**src/smfm_pkg.sv**
```systemverilog
`timescale 1ns / 1ps
// ----------------------------------------------------------------------------
// smfm_pkg
// Shared types and constants for the per-label mean flow magnitude block.
// ----------------------------------------------------------------------------
package smfm_pkg;

  typedef enum logic [1:0] {
    FUNC_ACCUM = 2'd0,
    FUNC_READ  = 2'd1,
    FUNC_CLEAR = 2'd2,
    FUNC_NONE  = 2'd3
  } func_e;

  typedef enum logic [3:0] {
    ST_INIT,
    ST_IDLE,
    ST_SQRT,
    ST_RD,
    ST_RDWAIT,
    ST_UPD,
    ST_DIV,
    ST_OUT,
    ST_CLEAR
  } state_e;

  typedef struct packed {
    logic load;
    logic mem_wr_upd;
    logic mem_wr_clr;
    logic clr_step;
    logic div_start;
    logic out_load;
  } ctrl_t;

  typedef struct packed {
    func_e func;
    logic  idx_ok;
    logic  sqrt_done;
    logic  div_done;
    logic  clr_last;
    logic  cnt_full;
  } stat_t;

endpackage

```
**src/smfm_ctrl.sv**
```systemverilog
`timescale 1ns / 1ps
// ----------------------------------------------------------------------------
// smfm_ctrl
// Sequencer: issues datapath commands for each item.
// ----------------------------------------------------------------------------
module smfm_ctrl (
  input  logic            clk_i,
  input  logic            rst_ni,
  input  logic            in_fire_i,
  input  logic            out_busy_i,
  input  smfm_pkg::stat_t stat_i,
  output smfm_pkg::ctrl_t ctrl_o,
  output logic            in_ready_o
);
  import smfm_pkg::*;

  state_e state_q, state_d;

  always_ff @(posedge clk_i or negedge rst_ni) begin
    if (!rst_ni) begin
      state_q <= ST_INIT;
    end else begin
      state_q <= state_d;
    end
  end

  always_comb begin
    state_d    = state_q;
    ctrl_o     = '0;
    in_ready_o = 1'b0;
    case (state_q)
      ST_INIT: begin
        ctrl_o.mem_wr_clr = 1'b1;
        ctrl_o.clr_step   = 1'b1;
        if (stat_i.clr_last) state_d = ST_IDLE;
      end
      ST_IDLE: begin
        in_ready_o = 1'b1;
        if (in_fire_i) begin
          ctrl_o.load = 1'b1;
          state_d = ST_RD;
        end
      end
      ST_RD: begin
        case (stat_i.func)
          FUNC_ACCUM: state_d = stat_i.idx_ok ? ST_RDWAIT : ST_IDLE;
          FUNC_READ:  state_d = ST_RDWAIT;
          FUNC_CLEAR: state_d = ST_CLEAR;
          default:    state_d = ST_IDLE;
        endcase
      end
      ST_RDWAIT: begin
        if (stat_i.func == FUNC_READ) begin
          ctrl_o.div_start = 1'b1;
          state_d = ST_DIV;
        end else begin
          state_d = ST_SQRT;
        end
      end
      ST_SQRT: begin
        if (stat_i.sqrt_done) state_d = ST_UPD;
      end
      ST_UPD: begin
        ctrl_o.mem_wr_upd = !stat_i.cnt_full;
        state_d = ST_IDLE;
      end
      ST_DIV: begin
        if (stat_i.div_done && !out_busy_i) begin
          ctrl_o.out_load = 1'b1;
          state_d = ST_IDLE;
        end
      end
      ST_CLEAR: begin
        ctrl_o.mem_wr_clr = 1'b1;
        ctrl_o.clr_step   = 1'b1;
        if (stat_i.clr_last) state_d = ST_IDLE;
      end
      default: state_d = ST_IDLE;
    endcase
  end
endmodule

```
**config.mk**
```make
export PLATFORM = sky130hd
export DESIGN_NAME = smfm_ctrl
export DESIGN_NICKNAME = d
export VERILOG_FILES = /design/src/smfm_pkg.sv /design/src/smfm_ctrl.sv
export SDC_FILE = /design/constraint.sdc
export NUM_CORES = 1
export LEC_CHECK = 0
export BUFFER_PORTS_ARGS = -buffer_cell sky130_fd_sc_hd__buf_4
export CAP_MARGIN = 20
export CORE_AREA = 5 5 42 44
export CTS_CLUSTER_SIZE = 30
export DETAILED_ROUTE_END_ITERATION = 8
export DIE_AREA = 0 0 47 49
export PLACE_DENSITY_LB_ADDON = 0.12
export SLEW_MARGIN = 20
export SYNTH_ARGS = -nofsm -noshare
export SYNTH_HDL_FRONTEND = slang
export SYNTH_SLANG_ARGS = --single-unit
```
**constraint.sdc**
```tcl
create_clock -name clk_i -period 1.3 [get_ports clk_i]
set_clock_uncertainty 0.15 [all_clocks]
set_input_delay 0.26 -clock clk_i [delete_from_list [all_inputs] [get_ports clk_i]]
set_output_delay 0.26 -clock clk_i [all_outputs]
set_load 0.005 [all_outputs]
```
==> impl_metrics.tcl, run 1 <==
set metrics [dict create \
    outcome "finished, violations left" \
    failed_checks "negative setup slack" \
    netlist_instances 48 \
    clock_transition_at_the_registers_of_the_reported_paths_ns 0.04 \
    finalSetupTns_ns -2.78 \
    syn_avg_cell_area_um2 9.59 \
    syn_nets 62 \
    cp.arrival_ns 1.62 \
    synth_cell_types 29 \
    cts_buffer_depth 2 \
    startpoint_type "register" \
    timing.slew.headroom_pct 75.0 \
    drt_drc_violations_left 0 \
    fraction_of_final_layout_cells_sized_beyond_drive_strength_1_pct 74.2 \
    diodes 0 \
    totalWireLength_mm 1.37 \
    largest_reg_flops 4 \
    top_register "state_q" \
    worst_pin_slew_ns 0.375 \
    grt_overflow 0 \
    most_area_consuming_cells_after_synthesis "sky130_fd_sc_hd__dfrtp_1, sky130_fd_sc_hd__ha_1, sky130_fd_sc_hd__a2111oi_4, sky130_fd_sc_hd__nor2b_1, sky130_fd_sc_hd__buf_6" \
    flow.area_growth_from_synthesis_pct 102 \
    fin_crit_ns 1.66 \
    power_density_nw_per_um2 1620 \
    cts_inserted_buffers 3 \
    cts.htree.levels 1 \
    master_cell_of_the_clock_root_buffer "sky130_fd_sc_hd__clkbuf_4" \
    synth-seq-area-share_pct 21.7 \
    tritoncts_clock_tree "done" \
    synth_top_area_share_pct 21.7 \
    worst_hold_path_type "in2reg" \
    ys.flop_type "sky130_fd_sc_hd__dfrtp_1" \
    report.final.slew_viol_count 0 \
    maxClockFrequency_mhz 604 \
    rows 14 \
    detailedPlacementHpwl_um 986 \
    vias 531 \
    avgViaCountPerCell 4.87 \
    die_width_um 47 \
    final_net_count 109 \
    fillerInstances 117 \
    floorplan.initialDensity_pct 32.9 \
    drt_iter0_markers 6 \
    async_flop_share_pct 100 \
    antenna_found_initial 0 \
    postRouteAntennaNets 0 \
    cts_sinks 4 \
    final_cell_count_no_fill 109 \
    reg.largest.list "state_q (4)" \
    report.final.setup_viol 10 \
    endpoint_kind_of_the_worst_setup_timing_path "register" \
    die_h_um 49 \
    numPortBuffers 17 \
    hold_viol 0 \
    final_critical_path_setup_slack_ns -0.356 \
    synth.ff_latch_count 4 \
    global_route.usage.total_pct 14.6 \
    routedWlPerCell_um 12.6 \
    required_worst_endpoint_ns 1.26 \
    drtPass1Iterations 4 \
    first_pass_grt_wire_length_mm 2.42 \
    critical_path.max_fanout 3 \
    power.static_leakage_nw 0.442 \
    yosysWarningCount 0 \
    grt_max_degree 6 \
    post_dp_cell_area_um2 736 \
    post-route-cell-area_um2 928 \
    number_of_enable_flip_flop_cells_after_synthesis 0 \
    criticalPathCategory "reg2reg" \
    core_region_area_um2 1400 \
    floorplan.die_area_um2 2300 \
    max_cap_viol_count 0 \
    ir_drop_mv 0.916 \
    numPlacedInstances 93 \
    grt_pass1_vias 600 \
    unrepaired_setup_endpoints_after_global_routing "true" \
    finalWeightedCongestion 0.773 \
    period_share_pct 127 \
    worstSkewPairLatency_ns 0.23 \
    ioPinCount 18 \
    final_total_power_mw 1.51 \
    post-synth-top-area-cell "sky130_fd_sc_hd__dfrtp_1" \
    post_synth_instance_area_um2 460 \
]
[placed cells by master (no fill, tap or decap), types with 2 or more instances in the layout]
| cell type | instances |
|---|---|
| sky130_fd_sc_hd__nor2b_4 | 2 |
| sky130_fd_sc_hd__nor3b_2 | 2 |
| sky130_fd_sc_hd__buf_6 | 8 |
| sky130_fd_sc_hd__clkbuf_4 | 3 |
| sky130_fd_sc_hd__dfrtp_1 | 3 |
| sky130_fd_sc_hd__ha_1 | 2 |
| sky130_fd_sc_hd__a21oi_1 | 3 |
| sky130_fd_sc_hd__nor2b_1 | 3 |
| sky130_fd_sc_hd__and3_4 | 2 |
| sky130_fd_sc_hd__nor3_4 | 2 |
| sky130_fd_sc_hd__nor2_1 | 2 |
| sky130_fd_sc_hd__buf_4 | 37 |
[final timing paths]
path / from / end / slack (ns) / cells after the start
max in group asynchronous: rst_ni / state_q[1] / 0.66 / 2
min: stat_i[1] / state_q[0] / 0.17 / 3
max reg2reg: state_q[2] / state_q[2] / -0.36 / 6
min reg2reg: state_q[3] / state_q[0] / 0.57 / 2
min in group asynchronous: rst_ni / state_q[3] / 0.22 / 2
max: state_q[2] / state_q[2] / -0.36 / 6
[repair_timing]
| item | CTS | global route |
|---|---|---|
| endpoints found under the setup margin | 10 | 10 |
| pin swaps | 5 | 2 |
| gates resized for setup | 14 | 3 |
| setup buffers | 9 | 3 |
| endpoints found under the hold margin | 4 | 0 |
| hold buffers | 1 | 0 |
[cells in the mapped netlist (2+ instances only)]
library cell	n
sky130_fd_sc_hd__ha_1	3
sky130_fd_sc_hd__nor2b_1	4
sky130_fd_sc_hd__buf_4	2
sky130_fd_sc_hd__nor2_1	2
sky130_fd_sc_hd__inv_1	3
sky130_fd_sc_hd__buf_6	2
sky130_fd_sc_hd__and3_1	2
sky130_fd_sc_hd__a21oi_1	4
sky130_fd_sc_hd__nor3_1	2
sky130_fd_sc_hd__nor3b_1	2
sky130_fd_sc_hd__dfrtp_1	4
[per-stage QoR]
stage | hold slack [ns] | setup slack, ns | utilization (%)
2_1_floorplan | -0.186 | -0.152 | -
3_3_place_gp | -0.0898 | -0.326 | 52.5
3_5_place_dp | -0.0907 | -0.356 | 52.5
4_1_cts | 0.156 | -0.337 | 63.7
5_1_grt | 0.159 | -0.430 | 66.3
6_report | 0.166 | -0.356 | 66.3
[where the power goes]
part           switching, mW  internal, mW
clock                 0.0493         0.103
sequential            0.0516         0.172
combinational          0.456         0.677
total                  0.557         0.951
[worst max-delay path, cell delays in order, from the launching register on]
cell and delay, ns:
sky130_fd_sc_hd__dfrtp_1 0.40, sky130_fd_sc_hd__buf_4 0.15, sky130_fd_sc_hd__buf_6 0.11, sky130_fd_sc_hd__buf_6 0.10, sky130_fd_sc_hd__a2111oi_4 0.38, sky130_fd_sc_hd__buf_4 0.19, sky130_fd_sc_hd__o32ai_2 0.06
[cells by family after synthesis]
kind of cell | count (synthesis) | share of synthesized area, %
fa+ha+maj | 3 | 8.15
mux | 2 | 5.43
buf+inv | 8 | 11.4
xor+xnor | 1 | 1.90
flops | 4 | 21.7
simple gates | 20 | 28.8
compound gates | 10 | 22.6
[routing by layer]
metal | wire length [um] | global-route usage [%] | vias up | share of wire (%)
met2 | 748 | 23.1 | 19 | 55
met3 | 74 | 3.69 | 4 | 5.4
li1 | - | - | 261 | -
met4 | 40 | 10.6 | 0 | 2.9
met1 | 508 | 16.0 | 247 | 37
met5 | 0 | 0 | - | 0
[layout make-up]
type	count	area, um^2	share of cell area [%]
Clock buffer	3	22.5	2.43
Inverter	4	30.0	3.23
Multi-Input combinational cell	36	377	40.6
Sequential cell	4	101	10.9
Tap cell	16	20.0	2.16
Timing Repair Buffer	46	378	40.7
No activity file was read; power rests on OpenSTA's default activity.
==> run 2, diff against run 1 <==
==> constraint.sdc (replaced) <==
create_clock -name clk_i -period 1.35 [get_ports clk_i]
set_clock_uncertainty 0.15 [all_clocks]
set_input_delay 0.27 -clock clk_i [delete_from_list [all_inputs] [get_ports clk_i]]
set_output_delay 0.27 -clock clk_i [all_outputs]
set_load 0.005 [all_outputs]
==> run 2 against run 1 <==
The run still ends with negative setup slack left. Die area unchanged. Cell count increased by 2.8%. Sequential share of layout area fell by 0.44 points. Global-route usage increased by 1.1 points. Count of clock-buffer cells in the layout is the same. Largest cell class unchanged. Highest routed layer unchanged.
==> impl_metrics.tcl, run 2 (synthesized netlist as in run 1, its figures left out) <==
set metrics [dict create \
    failed_checks "negative setup slack" \
    pwr-share-clk_pct 10.2 \
    drt_iter0_markers 0 \
    cts_buffer_depth 2 \
    tritoncts_clock_tree "done" \
    critical-path-top-delay-family "flip-flops" \
    largest_reg_flops 4 \
    most-common-layout-cells "sky130_fd_sc_hd__buf_4, sky130_fd_sc_hd__buf_6, sky130_fd_sc_hd__clkbuf_4" \
    fillerInstances 111 \
    p_int_uw 986 \
    fraction_of_final_layout_cells_sized_beyond_drive_strength_1_pct 80.2 \
    p_sw_share_pct 38.3 \
    grt_pass1_vias 629 \
    diodes 0 \
    postRouteAntennaNets 0 \
    worst_hold_path_type "in2reg" \
    mostFrequentLayoutCell "sky130_fd_sc_hd__buf_4" \
    routedWlPerCell_um 13.5 \
    worst_path_most_repeated_cell "sky130_fd_sc_hd__buf_6" \
    final_net_count 112 \
    power_density_nw_per_um2 1630 \
    cts_inserted_buffers 3 \
    power.static_leakage_nw 0.469 \
    finalWeightedCongestion 0.747 \
    final_critical_path_setup_slack_ns -0.316 \
    period_share_pct 123 \
    worst_path_largest_cell_delay_ns 0.41 \
    flow.area_growth_from_synthesis_pct 113 \
    timing.slew.headroom_pct 84.8 \
    numPlacedInstances 96 \
    cp.arrival_ns 1.25 \
    pwr-share-comb_pct 75.5 \
    worst_pin_slew_ns 0.228 \
    timing.rr.start "state_q[2]" \
    switchingPower_uw 613 \
    clock_transition_at_the_registers_of_the_reported_paths_ns 0.04 \
    drt_drc_violations_left 0 \
    multi_input_area_um2 400 \
    avgViaCountPerCell 4.88 \
    fin_hold_ws_ns 0.153 \
    cts.htree.levels 1 \
    critical-path-slowest-cell "sky130_fd_sc_hd__dfrtp_1" \
    required_worst_endpoint_ns 0.93 \
    hold_viol 0 \
    master_cell_of_the_clock_root_buffer "sky130_fd_sc_hd__clkbuf_4" \
    outcome "finished, violations left" \
    final_cell_count_no_fill 112 \
    maxClockFrequency_mhz 600 \
    criticalPathCategory "reg2out" \
    vias 546 \
    floorplan.initialDensity_pct 32.9 \
    seqCellArea_um2 103 \
    fin_crit_ns 1.67 \
    path_cells "buf_6 -> nor3_4 -> and2_4 -> buf_6" \
    rows 14 \
    ir_drop_mv 1.24 \
    totalWireLength_mm 1.51 \
    final_total_power_mw 1.60 \
    worst_hold_path.num_cells 3 \
    r2r_end "state_q[0]" \
    die_width_um 47 \
    die_h_um 49 \
    pre_cts_slack_ns -0.308 \
    antenna_found_initial 0 \
    worstHoldStart "stat_i[1]" \
    unrepaired_setup_endpoints_after_global_routing "true" \
    cts_sinks 4 \
    numPortBuffers 17 \
    ioPinCount 18 \
    worst_r2r_path_depth 6 \
    max_cap_viol_count 0 \
    core_region_area_um2 1400 \
    worstSkewPairLatency_ns 0.25 \
    critical_path_buf_inv_count 2 \
    grt_overflow 0 \
    grt_max_degree 7 \
    startpoint_type "register" \
    endpoint_kind_of_the_worst_setup_timing_path "primary output" \
    part_of_the_power_in_registers_pct 14.2 \
    regToRegSetupSlack_ns -0.20 \
    drtPass1Iterations 1 \
    reg.largest.list "state_q (4)" \
    first_pass_grt_wire_length_mm 2.64 \
    detailedPlacementHpwl_um 992 \
    report.final.slew_viol_count 0 \
    floorplan.die_area_um2 2300 \
    hold_end "state_q[0]" \
    critical_path.max_fanout 2 \
    top_register "state_q" \
    global_route.usage.total_pct 15.7 \
    report.final.setup_viol 10 \
]
## run 2: changes by cell type in the layout (fill, tap and decap cells not counted), sizes merged
cell  before  now
buf       45   48
## run 2: area by class of cell
class	instances	share of cell area [%]
clock buffer	3	2.30
tap	16	2.04
timing repair buffer	49	41.3
multi-input combinational	36	40.9
inverter	4	3.07
sequential	4	10.5
## run 2: worst max-delay path by stage
stage / endpoint / start / slack [ns] / depth (start not counted)
after floorplan: state_q[0] / stat_i[6] / -0.11 / 6
after global placement: state_q[0] / stat_i[6] / -0.29 / 7
after detailed placement: state_q[0] / stat_i[6] / -0.31 / 7
after CTS: ctrl_o[5] / state_q[3] / -0.29 / 4
after global routing: ctrl_o[5] / state_q[1] / -0.38 / 5
final: ctrl_o[5] / state_q[3] / -0.32 / 4
## run 2: worst min-delay path: cells and delay by family
family                 cells  cell delay [ns]
AO/OA/AOI/OAI              1             0.06
buffers and inverters      2             0.18
## run 2: timing repair
| action | 4_1_cts | 5_1_grt |
|---|---|---|
| cloned | 0 | 0 |
| hold buffers | 1 | 0 |
| setup buffers | 9 | 3 |
| endpoints found under the setup margin | 10 | 10 |
| resized for setup | 14 | 10 |
| endpoints found under the hold margin | 4 | 0 |
| pin swaps | 9 | 10 |
## run 2: metal layers
| layer | part of all wire, % | up-vias | routed length, um | track usage, % |
|---|---|---|---|---|
| li1 | - | 263 | - | - |
| met1 | 37 | 254 | 555 | 16.6 |
| met2 | 52 | 20 | 790 | 26.7 |
| met3 | 5.0 | 9 | 75 | 2.95 |
| met4 | 5.9 | 0 | 89 | 9.68 |
| met5 | 0 | - | 0 | 0 |
## run 2: power groups by stage
stage                     Sequential [mW]  Combinational [mW]  Clock (mW)
after floorplan                     0.184               0.493           0
after global placement              0.225               0.778           0
after detailed placement            0.224               0.781           0
after CTS                           0.219                1.06       0.157
after global routing                0.235                1.30       0.174
final                               0.227                1.21       0.164
## run 2: stage by stage
stage,cell area [um^2],setup TNS (ns),util (%)
global placement,758,-0.824,54.1
CTS,913,-2.21,65.2
floorplan,505,-0.122,-
finish,980,-2.28,69.9
detailed placement,758,-0.848,54.1
global route,980,-2.93,69.9
